$ cat config.mk
export PLATFORM = sky130hd
export DESIGN_NAME = lrs_bucket
export DESIGN_NICKNAME = d
export VERILOG_FILES = /design/src/design/lrs_pkg.sv /design/src/design/lrs_ram.sv /design/src/design/lrs_bucket.sv
export SDC_FILE = /design/constraint.sdc
export NUM_CORES = 2
export LEC_CHECK = 0
export BUFFER_PORTS_ARGS = -buffer_cell sky130_fd_sc_hd__clkbuf_2
export CAP_MARGIN = 20
export CORE_MARGIN = 8
export CORE_UTILIZATION = 45
export CTS_BUF_LIST = sky130_fd_sc_hd__clkbuf_2
export DETAILED_ROUTE_END_ITERATION = 7
export SLEW_MARGIN = 20
export SYNTH_ARGS = -nofsm -noshare
export SYNTH_HDL_FRONTEND = slang
export SYNTH_SLANG_ARGS = --single-unit
$ cat constraint.sdc
create_clock -name clk_i -period 3.75 [get_ports clk_i]
set_clock_uncertainty 0.2 [all_clocks]
set_input_delay 0.75 -clock clk_i [delete_from_list [all_inputs] [get_ports clk_i]]
set_output_delay 0.75 -clock clk_i [all_outputs]
set_load 0.01 [all_outputs]
$ cat src/design/lrs_pkg.sv
`timescale 1ns / 1ps
`default_nettype none

package lrs_pkg;

  // Sizes of the sorter.
  localparam int MAX_ITEMS = 64;
  localparam int KEY_BYTES = 8;
  localparam int RADIX     = 256;

  localparam int KEY_W  = 64;
  localparam int BKT_W  = 8;
  localparam int POS_W  = 3;
  localparam int PASS_W = POS_W + 1;
  localparam int IDX_W  = $clog2(MAX_ITEMS);
  localparam int CNT_W  = $clog2(MAX_ITEMS + 1);
  localparam int PFX_W  = $clog2(RADIX + 1);

  // The first byte examined, and the buffer that holds the result after all passes.
  localparam int FIRST_POS  = 8 - KEY_BYTES;
  localparam bit FINAL_IN_B = (KEY_BYTES % 2) == 1;

  // Command to one key buffer.
  typedef struct packed {
    logic             we;
    logic [IDX_W-1:0] waddr;
    logic [KEY_W-1:0] wdata;
    logic             re;
    logic [IDX_W-1:0] raddr;
  } buf_cmd_t;

  // Command to the bucket count store.
  typedef struct packed {
    logic             clr;
    logic             we;
    logic [BKT_W-1:0] waddr;
    logic [CNT_W-1:0] wdata;
    logic             re;
    logic [BKT_W-1:0] raddr;
  } bkt_cmd_t;

endpackage

`default_nettype wire

$ cat src/design/lrs_ram.sv
`timescale 1ns / 1ps
`default_nettype none

module lrs_ram #(
  parameter int WIDTH = 64,
  parameter int DEPTH = 64,
  parameter int AW    = $clog2(DEPTH)
) (
  input  wire logic             clk_i,
  input  wire logic             we_i,
  input  wire logic [AW-1:0]    waddr_i,
  input  wire logic [WIDTH-1:0] wdata_i,
  input  wire logic             re_i,
  input  wire logic [AW-1:0]    raddr_i,
  output logic      [WIDTH-1:0] rdata_o
);

  logic [WIDTH-1:0] mem_q [DEPTH];
  logic [WIDTH-1:0] rdata_q;

  // One write port.
  always_ff @(posedge clk_i) begin
    if (we_i) begin
      mem_q[waddr_i] <= wdata_i;
    end
  end

  // One registered read port; the data holds while no read is issued.
  always_ff @(posedge clk_i) begin
    if (re_i) begin
      rdata_q <= mem_q[raddr_i];
    end
  end

  assign rdata_o = rdata_q;

endmodule

`default_nettype wire

$ cat src/design/lrs_bucket.sv
`timescale 1ns / 1ps
`default_nettype none

module lrs_bucket (
  input  wire logic              clk_i,
  input  wire logic              rst_ni,
  input  wire lrs_pkg::bkt_cmd_t cmd_i,
  output logic [lrs_pkg::CNT_W-1:0] rdata_o
);
  import lrs_pkg::*;

  logic [RADIX-1:0] vld_q;
  logic             rvld_q;
  logic [CNT_W-1:0] ram_rdata;

  lrs_ram #(
    .WIDTH (CNT_W),
    .DEPTH (RADIX)
  ) u_cnt_ram (
    .clk_i   (clk_i),
    .we_i    (cmd_i.we),
    .waddr_i (cmd_i.waddr),
    .wdata_i (cmd_i.wdata),
    .re_i    (cmd_i.re),
    .raddr_i (cmd_i.raddr),
    .rdata_o (ram_rdata)
  );

  // Valid bits: a clear empties every bucket at once, a write marks its bucket.
  always_ff @(posedge clk_i or negedge rst_ni) begin
    if (!rst_ni) begin
      vld_q  <= '0;
      rvld_q <= 1'b0;
    end else begin
      if (cmd_i.clr) begin
        vld_q <= '0;
      end else if (cmd_i.we) begin
        vld_q[cmd_i.waddr] <= 1'b1;
      end
      if (cmd_i.re) begin
        rvld_q <= vld_q[cmd_i.raddr];
      end
    end
  end

  // A bucket that was not written in this pass reads as zero.
  assign rdata_o = rvld_q ? ram_rdata : '0;

endmodule

`default_nettype wire

==> results.toml <==
[synth]
synth_edf_count = 1799
ys_seq_elements = 2056
syn_area_mm2 = 0.07979
synth_nets = 4184
synthArstFlopShare_pct = 12.50
ys_top_cells_by_area = "edfxtp_1, mux4_2, dfrtp_1"
synth_top_area_share_pct = 67.71
ys.warnings.count = 0
seq_area_frac_synth_pct = 75.77
synth.avg_cell_area_um2 = 19.20
synth_cell_type_count = 42
synth_top_area_cell = "edfxtp_1"
synthFlopType = "edfxtp_1"
synth_cells = 4156

[setup_path]
critPathArrivalTime_ns = 4.98
endpoint_kind = "flip-flop"
r2r_slack_ns = 0.13
startpoint_type = "flip-flop"
r2r_end = "u_cnt_ram.rdata_o[1]"
ff2ff_path_depth = 8
path_max_fanout = 1
critical_path_class = "flip-flop to flip-flop"
worstReg2RegStart = "u_cnt_ram.mem_q[151][1]"
cp.required_ns = 5.11

[placement]
dp_hpwl_mm = 135.1
gp_congestion = 0.8556
io_buffer_count = 34
dp_cells = 6788

[sta]
drv_slew = 0
max_freq_mhz = 276.2
setup_violations = 0
rsz0062_at_grt = "no"
fin_crit_sh_pct = 96.54
hold_viol = 0
setup-tns-final_ns = 0
relSlewSlack_pct = 20.29
fin_crit_ns = 3.620
worst_pin_slew_ns = 1.196

[floorplan]
die_area_mm2 = 0.1910
ioPinCount = 35
coreArea_mm2 = 0.1761
die_h_um = 437.1
start_util_pct = 45.30
row_count = 154
die_x_um = 437.1

[finish]
fill_cells = 14620
drive_gt1_share_pct = 35.89
final_common_cell = "edfxtp_1"
fin_cells = 7796
syn2layout_area_growth_pct = 15.64
final_nets = 5097
final_cell_mix = "edfxtp_1, clkbuf_2, nor2_1"

[global_route]
grt.overflow.total = 0
grt_pass1_wl_mm = 311.7
grt_max_degree = 106
antenna_found_initial = 7
grt_usage_pct = 22.09
grt_pass1_vias = 45890

[detailed_routing]
drc = 0
routed_wirelength_mm = 214.5
firstDrtPassIters = 5
drt-wirelength-per-cell_um = 27.51
num_vias = 44300
drt_iter0_drc = 4778
via_per_inst = 5.682
ant_nets = 0

[clocking]
clk_latency_ns = 1.80
clockBufferDepth = 4
clk_pin_slew_ns = 0.10
cts.htree.levels = 6
cts_sinks = 2056
tritoncts = "built"
cts_root_buf = "clkbuf_2"
cts_buffers = 545

[min_path]
min_to = "u_cnt_ram.rdata_o[6]"
hold_path_depth = 5
hold_path.class = "primary input to flip-flop"
hp-start = "cmd_i[7]"

[power]
swShare_pct = 24.85
power.internal_uw = 32220
peakVddDrop_mv = 0.3291
pwr-share-comb_pct = 6.1
power.leakage_uw = 0.03212
p_seq_share_pct = 58.2
clock_power_share_pct = 35.7
power.density_mw_per_mm2 = 464.6
p_switching_uw = 10650

[outcome]
outcome = "finished, final reports clean"

[job]
cap_violations = 0
[area by class of cell]
cell class	count	area, um^2	area share [%]
multi-input cells	1836	18140	19.66
clock buffers	816	4084	4.426
clock inverters	112	649.4	0.7038
flip-flops and latches	2056	60450	65.52
inverters	5	18.77	0.02034
repair buffers	625	5981	6.482
diodes	6	15.01	0.01627
well taps	2340	2928	3.173
[worst max-delay path, cell delays in order, from the launching register on]
cell           delay [ns]
edfxtp_1             0.36
mux4_2               0.46
a22oi_1              0.39
a21oi_1              0.20
nor4_1               0.74
buf_4                0.24
o22ai_1              0.07
dlygate4sd3_1        0.56
or2_1                0.23
[power groups by stage]
stage,Clock (uW),Sequential (uW),Combinational (uW)
floorplan,0,25400,1180
global placement,0,25400,2510
detailed placement,0,25400,2540
CTS,15800,24900,2650
global route,16900,24900,2770
finish,15300,24900,2620
[layer usage]
| metal | wire length, um | GRT usage [%] | vias to the layer above |
|---|---|---|---|
| met1 | 88120 | 30.50 | 23140 |
| met4 | 7234 | 8.487 | 4 |
| met5 | 27 | 0 | - |
| met2 | 102400 | 34.58 | 1944 |
| met3 | 16750 | 4.951 | 357 |
| li1 | - | - | 18850 |
[cell families after synthesis]
| kind of cell | after synthesis | synth area share (%) |
|---|---|---|
| flops | 2056 | 75.77 |
| simple gates | 870 | 4.418 |
| mux | 535 | 14.45 |
| compound gates | 431 | 3.811 |
| buf+inv | 264 | 1.556 |
[worst max-delay path by stage]
stage / startpoint / end
3_3_place_gp: cmd_i[0] / u_cnt_ram.rdata_o[6]
4_1_cts: rvld_q / rdata_o[0]
5_1_grt: rvld_q / rdata_o[0]
6_report: u_cnt_ram.mem_q[151][1] / u_cnt_ram.rdata_o[1]
2_1_floorplan: cmd_i[1] / u_cnt_ram.rdata_o[0]
3_5_place_dp: cmd_i[0] / u_cnt_ram.rdata_o[4]
[registers in the layout, indices dropped and copies added (netlist names)]
signal	count
u_cnt_ram.mem_q	1792
u_cnt_ram.rdata_o	7
vld_q	256
rvld_q	1
[Yosys cell counts (2+ instances only)]
cell type  count
nand4_1       10
a211oi_1       3
o221ai_1      12
nor2_1       724
nand3b_1       2
inv_1          5
buf_1         21
buf_6         16
nor3_1         9
clkbuf_1     148
mux4_2       493
dfrtp_1      257
or2_2          4
a211o_1        2
a22oi_1      225
and2_1         8
mux2_2         3
buf_4         15
nand2_1       27
o32ai_1        2
o21ba_2       30
nor2b_1        9
mux2i_1       39
a22oi_2        7
a21oi_1      120
edfxtp_1    1799
nor4_1        34
or2_1          7
nand3_1       28
a22o_1         2
o22ai_1       20
nand2b_1       6
buf_2         59
o21ai_0        2
[through the flow]
stage	hold slack (ns)	power (uW)	setup WS, ns	utilization [%]	instance area (um^2)
CTS	0.01310	43350	-0.04256	52.38	92250
floorplan	0.2544	26620	0.5867	-	79790
detailed placement	0.2818	27980	-0.4910	49.15	86560
global route	0.1212	44590	0.04037	52.39	92260
global placement	0.2729	27950	-0.4979	49.15	86560
finish	0.2770	42870	0.1298	52.39	92270
[what timing repair did]
| action | CTS | global route |
|---|---|---|
| hold endpoints to repair | 4112 | 0 |
| gates resized for setup | 23 | 0 |
| hold buffers | 74 | 0 |
| buffers inserted | 0 | 0 |
| endpoints found under the setup margin | 7 | 0 |
(Power assumes the default switching activity.)
