File: config.mk
export PLATFORM = sky130hd
export DESIGN_NAME = lrs_seq
export DESIGN_NICKNAME = d
export VERILOG_FILES = /design/src/design/lrs_pkg.sv /design/src/design/lrs_seq.sv
export SDC_FILE = /design/constraint.sdc
export NUM_CORES = 1
export LEC_CHECK = 0
export ABC_AREA = 1
export BUFFER_PORTS_ARGS = -buffer_cell sky130_fd_sc_hd__clkbuf_2
export CORE_AREA = 2 2 151 153
export CTS_CLUSTER_DIAMETER = 40
export DETAILED_ROUTE_END_ITERATION = 8
export DIE_AREA = 0 0 153 155
export PLACE_DENSITY = 0.62
export SLEW_MARGIN = 0
export SYNTH_ARGS = -nofsm -noshare
export SYNTH_HDL_FRONTEND = slang
export SYNTH_SLANG_ARGS = --single-unit
File: constraint.sdc
create_clock -name clk_i -period 5.3 [get_ports clk_i]
set_input_delay 1.06 -clock clk_i [delete_from_list [all_inputs] [get_ports clk_i]]
set_output_delay 1.06 -clock clk_i [all_outputs]
set_load 0.01 [all_outputs]
File: src/design/lrs_pkg.sv
`timescale 1ns / 1ps
`default_nettype none

package lrs_pkg;

  // Sizes of the sorter.
  localparam int MAX_ITEMS = 64;
  localparam int KEY_BYTES = 8;
  localparam int RADIX     = 256;

  localparam int KEY_W  = 64;
  localparam int BKT_W  = 8;
  localparam int POS_W  = 3;
  localparam int PASS_W = POS_W + 1;
  localparam int IDX_W  = $clog2(MAX_ITEMS);
  localparam int CNT_W  = $clog2(MAX_ITEMS + 1);
  localparam int PFX_W  = $clog2(RADIX + 1);

  // The first byte examined, and the buffer that holds the result after all passes.
  localparam int FIRST_POS  = 8 - KEY_BYTES;
  localparam bit FINAL_IN_B = (KEY_BYTES % 2) == 1;

  // Command to one key buffer.
  typedef struct packed {
    logic             we;
    logic [IDX_W-1:0] waddr;
    logic [KEY_W-1:0] wdata;
    logic             re;
    logic [IDX_W-1:0] raddr;
  } buf_cmd_t;

  // Command to the bucket count store.
  typedef struct packed {
    logic             clr;
    logic             we;
    logic [BKT_W-1:0] waddr;
    logic [CNT_W-1:0] wdata;
    logic             re;
    logic [BKT_W-1:0] raddr;
  } bkt_cmd_t;

endpackage

`default_nettype wire

File: src/design/lrs_seq.sv
`timescale 1ns / 1ps
`default_nettype none

module lrs_seq (
  input  wire logic                      clk_i,
  input  wire logic                      rst_ni,
  input  wire logic                      in_valid_i,
  output logic                           in_ready_o,
  input  wire logic [lrs_pkg::KEY_W-1:0] key_value_i,
  input  wire logic                      last_key_i,
  output logic                           out_valid_o,
  input  wire logic                      out_ready_i,
  output logic                           last_out_o,
  output logic                           overflow_o,
  output lrs_pkg::buf_cmd_t              buf_a_cmd_o,
  output lrs_pkg::buf_cmd_t              buf_b_cmd_o,
  input  wire logic [lrs_pkg::KEY_W-1:0] buf_a_rdata_i,
  input  wire logic [lrs_pkg::KEY_W-1:0] buf_b_rdata_i,
  output lrs_pkg::bkt_cmd_t              bkt_cmd_o,
  input  wire logic [lrs_pkg::CNT_W-1:0] bkt_rdata_i
);
  import lrs_pkg::*;

  typedef enum logic [3:0] {
    S_LOAD,
    S_CNT_RD,
    S_CNT_LK,
    S_CNT_WR,
    S_PFX,
    S_PLC_RD,
    S_PLC_LK,
    S_PLC_WR,
    S_OUT_RD,
    S_OUT_VLD
  } state_e;

  state_e            state_q, state_d;
  logic [CNT_W-1:0]  cnt_q, cnt_d;
  logic              ovf_q, ovf_d;
  logic [CNT_W-1:0]  idx_q, idx_d;
  logic [PASS_W-1:0] pass_q, pass_d;
  logic [PFX_W-1:0]  pfx_q, pfx_d;
  logic [CNT_W-1:0]  base_q, base_d;
  logic [BKT_W-1:0]  bkt_q, bkt_d;

  logic              src_is_b;
  logic [KEY_W-1:0]  src_rdata;
  logic [POS_W-1:0]  pos;
  logic [BKT_W-1:0]  cur_byte;
  logic              idx_last;
  logic              pass_last;
  logic [CNT_W-1:0]  add_a, add_b, add_sum;
  buf_cmd_t          src_cmd, dst_cmd, load_cmd, out_cmd;

  // Pass parity picks the source buffer; the loaded keys start in buffer A.
  assign src_is_b  = pass_q[0];
  assign src_rdata = src_is_b ? buf_b_rdata_i : buf_a_rdata_i;
  assign pos       = POS_W'(FIRST_POS) + pass_q[POS_W-1:0];
  assign cur_byte  = src_rdata[{pos, 3'b000} +: BKT_W];
  assign idx_last  = (idx_q == cnt_q - CNT_W'(1));
  assign pass_last = (pass_q == PASS_W'(KEY_BYTES - 1));

  // Shared adder: count increment, slot advance and prefix accumulation.
  assign add_sum = add_a + add_b;

  always_comb begin
    state_d = state_q;
    cnt_d   = cnt_q;
    ovf_d   = ovf_q;
    idx_d   = idx_q;
    pass_d  = pass_q;
    pfx_d   = pfx_q;
    base_d  = base_q;
    bkt_d   = bkt_q;
    add_a   = bkt_rdata_i;
    add_b   = CNT_W'(1);
    src_cmd  = '0;
    dst_cmd  = '0;
    load_cmd = '0;
    out_cmd  = '0;
    bkt_cmd_o = '0;

    case (state_q)
      // Keys are stored in arrival order; a word that finds the buffer full is dropped.
      S_LOAD: begin
        if (in_valid_i) begin
          if (cnt_q < CNT_W'(MAX_ITEMS)) begin
            load_cmd.we    = 1'b1;
            load_cmd.waddr = cnt_q[IDX_W-1:0];
            load_cmd.wdata = key_value_i;
            cnt_d          = cnt_q + CNT_W'(1);
          end else begin
            ovf_d = 1'b1;
          end
          if (last_key_i) begin
            idx_d         = '0;
            pass_d        = '0;
            bkt_cmd_o.clr = 1'b1;
            state_d       = S_CNT_RD;
          end
        end
      end
      // Counting: read a key, read its bucket, write the bucket back plus one.
      S_CNT_RD: begin
        src_cmd.re    = 1'b1;
        src_cmd.raddr = idx_q[IDX_W-1:0];
        state_d       = S_CNT_LK;
      end
      S_CNT_LK: begin
        bkt_cmd_o.re    = 1'b1;
        bkt_cmd_o.raddr = cur_byte;
        bkt_d           = cur_byte;
        state_d         = S_CNT_WR;
      end
      S_CNT_WR: begin
        bkt_cmd_o.we    = 1'b1;
        bkt_cmd_o.waddr = bkt_q;
        bkt_cmd_o.wdata = add_sum;
        if (idx_last) begin
          idx_d   = '0;
          pfx_d   = '0;
          base_d  = '0;
          state_d = S_PFX;
        end else begin
          idx_d   = idx_q + CNT_W'(1);
          state_d = S_CNT_RD;
        end
      end
      // Exclusive prefix sum: read bucket j while bucket j-1 takes the running base.
      S_PFX: begin
        add_a = base_q;
        add_b = bkt_rdata_i;
        if (pfx_q != PFX_W'(RADIX)) begin
          bkt_cmd_o.re    = 1'b1;
          bkt_cmd_o.raddr = pfx_q[BKT_W-1:0];
        end
        if (pfx_q != '0) begin
          bkt_cmd_o.we    = 1'b1;
          bkt_cmd_o.waddr = BKT_W'(pfx_q - PFX_W'(1));
          bkt_cmd_o.wdata = base_q;
          base_d          = add_sum;
        end
        if (pfx_q == PFX_W'(RADIX)) begin
          idx_d   = '0;
          state_d = S_PLC_RD;
        end else begin
          pfx_d = pfx_q + PFX_W'(1);
        end
      end
      // Placement: the bucket holds the next free slot of its byte value.
      S_PLC_RD: begin
        src_cmd.re    = 1'b1;
        src_cmd.raddr = idx_q[IDX_W-1:0];
        state_d       = S_PLC_LK;
      end
      S_PLC_LK: begin
        bkt_cmd_o.re    = 1'b1;
        bkt_cmd_o.raddr = cur_byte;
        bkt_d           = cur_byte;
        state_d         = S_PLC_WR;
      end
      S_PLC_WR: begin
        dst_cmd.we      = 1'b1;
        dst_cmd.waddr   = bkt_rdata_i[IDX_W-1:0];
        dst_cmd.wdata   = src_rdata;
        bkt_cmd_o.we    = 1'b1;
        bkt_cmd_o.waddr = bkt_q;
        bkt_cmd_o.wdata = add_sum;
        idx_d           = '0;
        if (!idx_last) begin
          idx_d   = idx_q + CNT_W'(1);
          state_d = S_PLC_RD;
        end else if (pass_last) begin
          state_d = S_OUT_RD;
        end else begin
          pass_d        = pass_q + PASS_W'(1);
          bkt_cmd_o.clr = 1'b1;
          state_d       = S_CNT_RD;
        end
      end
      // Results: fetch one sorted key, then hold it until the word is taken.
      S_OUT_RD: begin
        out_cmd.re    = 1'b1;
        out_cmd.raddr = idx_q[IDX_W-1:0];
        state_d       = S_OUT_VLD;
      end
      S_OUT_VLD: begin
        if (out_ready_i) begin
          if (idx_last) begin
            cnt_d   = '0;
            ovf_d   = 1'b0;
            idx_d   = '0;
            state_d = S_LOAD;
          end else begin
            idx_d   = idx_q + CNT_W'(1);
            state_d = S_OUT_RD;
          end
        end
      end
      default: begin
        state_d = S_LOAD;
      end
    endcase
  end

  // Route source, destination, load and result accesses to the two buffers.
  always_comb begin
    buf_a_cmd_o = '0;
    buf_b_cmd_o = '0;
    if (state_q == S_LOAD) begin
      buf_a_cmd_o = load_cmd;
    end else if (state_q == S_OUT_RD || state_q == S_OUT_VLD) begin
      if (FINAL_IN_B) begin
        buf_b_cmd_o = out_cmd;
      end else begin
        buf_a_cmd_o = out_cmd;
      end
    end else if (src_is_b) begin
      buf_b_cmd_o.re    = src_cmd.re;
      buf_b_cmd_o.raddr = src_cmd.raddr;
      buf_a_cmd_o.we    = dst_cmd.we;
      buf_a_cmd_o.waddr = dst_cmd.waddr;
      buf_a_cmd_o.wdata = dst_cmd.wdata;
    end else begin
      buf_a_cmd_o.re    = src_cmd.re;
      buf_a_cmd_o.raddr = src_cmd.raddr;
      buf_b_cmd_o.we    = dst_cmd.we;
      buf_b_cmd_o.waddr = dst_cmd.waddr;
      buf_b_cmd_o.wdata = dst_cmd.wdata;
    end
  end

  // Sequencer state.
  always_ff @(posedge clk_i or negedge rst_ni) begin
    if (!rst_ni) begin
      state_q <= S_LOAD;
      cnt_q   <= '0;
      ovf_q   <= 1'b0;
      idx_q   <= '0;
      pass_q  <= '0;
      pfx_q   <= '0;
      base_q  <= '0;
      bkt_q   <= '0;
    end else begin
      state_q <= state_d;
      cnt_q   <= cnt_d;
      ovf_q   <= ovf_d;
      idx_q   <= idx_d;
      pass_q  <= pass_d;
      pfx_q   <= pfx_d;
      base_q  <= base_d;
      bkt_q   <= bkt_d;
    end
  end

  assign in_ready_o  = (state_q == S_LOAD);
  assign out_valid_o = (state_q == S_OUT_VLD);
  assign last_out_o  = idx_last;
  assign overflow_o  = ovf_q;

  // Input and output sides are never open at the same time.
  assert property (@(posedge clk_i) disable iff (!rst_ni) in_ready_o |-> !out_valid_o)
    else $error("input ready while a result is shown");

  // The key count never passes the buffer depth.
  assert property (@(posedge clk_i) disable iff (!rst_ni) cnt_q <= CNT_W'(MAX_ITEMS))
    else $error("key count beyond capacity");

  // Every placement slot falls inside the loaded set.
  assert property (@(posedge clk_i) disable iff (!rst_ni)
    (state_q == S_PLC_WR) |-> (bkt_rdata_i < cnt_q))
    else $error("placement slot outside the set");

  // Taking the final result word reopens the input.
  assert property (@(posedge clk_i) disable iff (!rst_ni)
    (out_valid_o && out_ready_i && last_out_o) |=> (in_ready_o && cnt_q == '0 && !ovf_q))
    else $error("block not emptied after the final result");

endmodule

`default_nettype wire

==> impl_metrics.ini, run 1 <==
[final_layout]
syn_to_final_growth_pct = 40.2
final_common_cell = clkbuf_2
multiInputGateArea_sq_mm = 0.00377
drive_gt1_share_pct = 34.6
nets = 1547
fill_cells = 2513
final_cell_mix = 389 x clkbuf_2, 224 x nand2_1, 145 x inv_1
seqCellArea_sq_mm = 0.00118

[critical_path]
arrival_ps = 3260
r2r_slack_ps = 2270
r2r_start = state_q[0]
timing.rr.end = base_q[4]
reg2regPathDepth = 11
cp_max_fo = 28
cp-end-kind = primary output
critPathKind = reg2out
cp-endpoint = bkt_cmd_o[15]
cp-startpoint = state_q[0]
cp.required_ps = 4240
crit_path_start_kind = flop

[cts]
cts.sinks = 47
cts_resized = 0
cts_buffers = 5
cts_tree = built
holdBufCountCts = 0
clock_latency_ps = 300
clock_path_buffers = 2
clk_pin_slew_worst_paths_ps = 70
cts-root-buf = clkbuf_16
post_cts_buffers = 0
h-tree-depth = 2

[yosys]
ys_warn_count = 0
synthFlopType = dfrtp_1
synth_edf_count = 0
synthArstFlopShare_pct = 100
syn_inst = 981
yosysSeqAreaShare_pct = 20.3
synth.avg_cell_area_sq_um = 5.89
synth_fp_nets = 1198
synth_cell_types = 42
ys_seq_elements = 47
syn_area_sq_mm = 0.00578

[die]
die_h_um = 155
initial_utilization_pct = 26.0
dieArea_sq_mm = 0.0237
rows = 55
die_x_um = 153
ios = 390
coreArea_sq_mm = 0.0222

[grt]
grt_max_degree = 75
grt_pass1_wl_mm = 46.2
grt_overflow = 0
antenna_found_initial = 11
track_usage_pct = 25.3
first_global_vias = 7687

[detailed_routing]
drcViolationCount = 0
vias = 8069
first_iter_violations = 616
wirelength_mm = 31.2
avgViaCountPerCell = 4.96
wl_per_cell_um = 19.2
dr.pass1.iters = 5
drt.antenna.violating_nets = 0

[timing]
setup_tns_ps = 0
max_freq_mhz = 232
slew_headroom_pct = 34.3
min_period_ps = 4320
grt_setup_unrepaired = false
fin_skew_ps = 8.61
fin_ws_ps = 983
whs_ps = 492
setup_viol = 0
worst_slew_pin_slew_ps = 984
period_share_pct = 81.5
hold_violations = 0
drv_slew = 0

[outcome]
status = finished, final reports clean

[hold_path]
holdCritPathClass = reg2reg

[power_and_ir_drop]
finalPower_mw = 2.66
ir_worst_vdd_mv = 0.260
power.density_mw_per_mm2 = 328
power_leakage_nw = 4.67

[placed_design]
place_congestion = 1.06
pre_cts_slack_ps = 1310
hpwl_mm = 25.7
portBuffers = 389

[flow_run]
drv_cap = 0
worst min path at each step:
| stage | cells past startpoint | end | start |
|---|---|---|---|
| detailed placement | 2 | base_q[4] | base_q[4] |
| CTS | 2 | base_q[4] | base_q[4] |
| floorplan | 2 | base_q[0] | base_q[0] |
| finish | 2 | base_q[3] | base_q[3] |
| global route | 2 | base_q[2] | base_q[2] |
| global placement | 2 | overflow_o | overflow_o |
routing by layer:
metal | GRT usage, % | wire length (um) | up-vias | share of wire (%)
met5 | 2.90 | 0 | - | 0
met4 | 9.79 | 832 | 0 | 2.7
met3 | 5.82 | 2670 | 47 | 8.6
met2 | 41.2 | 14900 | 365 | 48
met1 | 32.3 | 12900 | 3719 | 41
li1 | - | - | 3938 | -
state kept, by name, summed over array words and instances, names as in the netlist:
register and flops:
bkt_q 8, overflow_o 1, pass_q 4, idx_q 7
state_q 4, base_q 7, cnt_q 7, pfx_q 9
cell families (layout without fill, tap and decap cells):
kind of cell	count (synthesis)	count (layout)	synth area share (%)
compound gates	229	229	23.3
xor+xnor	30	30	4.54
fa+ha+maj	13	13	2.94
buf+inv	215	565	14.6
flops	47	47	20.3
other cells	0	10	0
simple gates	447	447	34.2
cell type report:
type	instances	share of cell area, %
Antenna cell	10	0.309
Clock buffer	7	1.76
Clock inverter	1	0.108
Inverter	160	7.44
Multi-Input combinational cell	719	46.5
Sequential cell	47	14.6
Tap cell	285	4.40
Timing Repair Buffer	397	24.9
critical path: stages (launching register included):
cell,delay (ps)
dfrtp_1,460
nor2_2,200
nand2_2,330
inv_2,360
nand2_1,120
ha_1,270
fa_1,490
nand4_1,120
o211ai_1,110
xor2_1,190
a22o_1,180
clkbuf_2,130
cell usage after synthesis (5+ instances only):
cell type	instances	area, sq um
inv_2	12	45.0
buf_2	5	25.0
dfrtp_1	47	1180
xnor2_1	5	43.8
inv_1	145	544
nand2_2	13	81.3
xor2_1	25	219
a21oi_1	68	340
o32ai_1	24	210
o21ai_0	82	410
nor2_1	74	278
o21ai_2	8	70.1
o21ai_1	12	60.1
ha_1	12	150
nor3_1	10	50.1
nand3_1	92	460
nand2_1	224	841
nor2_2	7	43.8
o22ai_1	17	106
nand4_1	11	68.8
o311ai_0	12	105
clkbuf_1	44	165
where the power goes:
| part | internal (mW) | switching [mW] |
|---|---|---|
| Combinational | 0.548 | 1.24 |
| Sequential | 0.440 | 0.101 |
| Clock | 0.189 | 0.148 |
per-stage QoR:
stage          area, sq um  util (%)  cells
3_5_place_dp          7930      35.7   1608
2_1_floorplan         5780         -    981
6_report              8110      36.5   1626
4_1_cts               8080      36.4   1616
3_3_place_gp          7930      35.7   1608
5_1_grt               8100      36.5   1625
(Power assumes the default switching activity.)
==> run 2: changes to the inputs <==
Settings changed: CORE_AREA 2 2 151 153 to 2 2 153 155, DIE_AREA 0 0 153 155 to 0 0 155 157, PLACE_DENSITY 0.62 to 0.63.
Clock period 5.3 ns to 3.9 ns, I/O delays scaled along.
==> run 2 against run 1 <==
  * Sequential share of layout area is 0.065 points lower
  * Sequential power grew 35%
  * Clock skew up 1.4 ps
  * Combinational power is 40% higher
  * Die area is 2.6% higher
  * Register-to-register slack got worse by 1100 ps
  * Hold slack got worse by 0.96 ps
  * Power is 37% higher
  * Cell area increased by 0.45%
  * First-iteration DRC count up 21%
  * Clock power increased by 30%
==> impl_metrics.ini, run 2 (synthesis gave the netlist of run 1 again) <==
[critical_path]
slowest_stage = dfrtp_1
r2r_slack_ps = 1220
cp_common_cell = buf_4
cp_max_fo = 26
cp-startpoint = state_q[3]
cp-end-kind = primary output
cp-endpoint = buf_a_cmd_o[61]
cp.required_ps = 3120
crit_family = buffers and inverters
reg2regPathDepth = 12
critPathKind = reg2out
r2r_start = state_q[3]
critPathBufInv = 5
timing.rr.end = base_q[3]
crit_cells = 9
cp_cell_sequence = inv_1 -> nand2_1 -> nor2_2 -> buf_4 -> nand3_2 -> buf_4 -> buf_4 -> o32ai_1 -> clkbuf_2
arrival_ps = 2950
slowest_delay_ps = 460
crit_path_start_kind = flop

[placed_design]
hpwl_mm = 27.3
placed_area_sq_mm = 0.00798
portBuffers = 389
place_congestion = 1.01

[die]
ios = 390
coreArea_sq_mm = 0.0225
die_x_um = 155
dieArea_sq_mm = 0.0243
die_h_um = 157
initial_utilization_pct = 25.7
rows = 55

[final_layout]
drive_gt1_share_pct = 34.9
nets = 1555
largest_reg_flops = 9
final_common_cell = clkbuf_2
utilization_pct = 36.2
largestRegisters = pfx_q: 9 flops, bkt_q: 8 flops
syn_to_final_growth_pct = 40.8
final_cell_mix = 389 x clkbuf_2, 224 x nand2_1, 145 x inv_1
top_register = pfx_q
design_area_sq_mm = 0.00814

[timing]
min_period_ps = 3730
grt_setup_unrepaired = false
hold_violations = 0
setup_viol = 0
worst_slew_pin_slew_ps = 1120
setup_tns_ps = 0
drv_slew = 0
fin_skew_ps = 9.97
max_freq_mhz = 268
period_share_pct = 95.6
slew_headroom_pct = 25.6

[detailed_routing]
avgViaCountPerCell = 4.96
vias = 8094
drcViolationCount = 0
wirelength_mm = 32.9
first_iter_violations = 746
dr.pass1.iters = 5
drt.antenna.violating_nets = 0
wl_per_cell_um = 20.2

[grt]
grt_max_degree = 70
grt_pass1_wl_mm = 47.4
track_usage_pct = 26.0
antenna_found_initial = 10
grt_overflow = 0
first_global_vias = 7697

[cts]
cts_buffers = 5
cts.sinks = 47
cts_tree = built
clock_latency_ps = 300
h-tree-depth = 2
clock_path_buffers = 2
cts_resized = 0
cts-root-buf = clkbuf_16
clk_pin_slew_worst_paths_ps = 70
holdBufCountCts = 0
post_cts_buffers = 0

[power_and_ir_drop]
power.density_mw_per_mm2 = 448
ir_worst_vdd_mv = 0.277
finalPower_mw = 3.65
power_leakage_nw = 4.70

[hold_path]
holdCritPathClass = reg2reg

[outcome]
status = finished, final reports clean

[flow_run]
drv_cap = 0
[run 2: cell type report]
class	count	area (sq um)
antenna	8	20.0
multi-input combinational	719	3760
timing repair buffer	405	2080
tap	285	357
sequential	47	1180
inverter	160	603
fill	2566	14400
clock inverter	1	5.00
clock buffer	7	133
[run 2: worst min-delay path, stage by stage (launching register included)]
cell and delay (ps):
dfrtp_1 350, nand2_1 50, o21ai_0 60
[run 2: layer usage]
metal	part of all wire [%]	global-route usage, %	vias up
li1	-	-	3950
met1	41	32.5	3754
met2	48	45.5	339
met3	7.2	4.49	49
met4	3.2	8.29	2
met5	0.039	0	-
[run 2: where the power goes]
part           internal, mW  leakage (nW)  total (mW)  switching [mW]
combinational         0.772          4.01        2.49            1.71
clock                 0.238        0.0679       0.438           0.200
sequential            0.597         0.627       0.728           0.130
[run 2: how the worst min path moves through the flow]
stage	slack, ps	startpoint	to	cells past startpoint
CTS	500	base_q[6]	base_q[6]	2
global placement	470	base_q[6]	base_q[6]	2
detailed placement	480	base_q[6]	base_q[6]	2
finish	490	overflow_o	overflow_o	2
floorplan	460	base_q[0]	base_q[0]	2
global route	520	base_q[0]	base_q[0]	2
[run 2: through the flow]
step / std cells / hold WS [ps] / setup WS [ps]
2_1_floorplan: 981 / 459 / 655
3_3_place_gp: 1616 / 474 / 574
3_5_place_dp: 1616 / 479 / 535
4_1_cts: 1624 / 497 / 207
5_1_grt: 1631 / 523 / 1.33
6_report: 1632 / 491 / 173
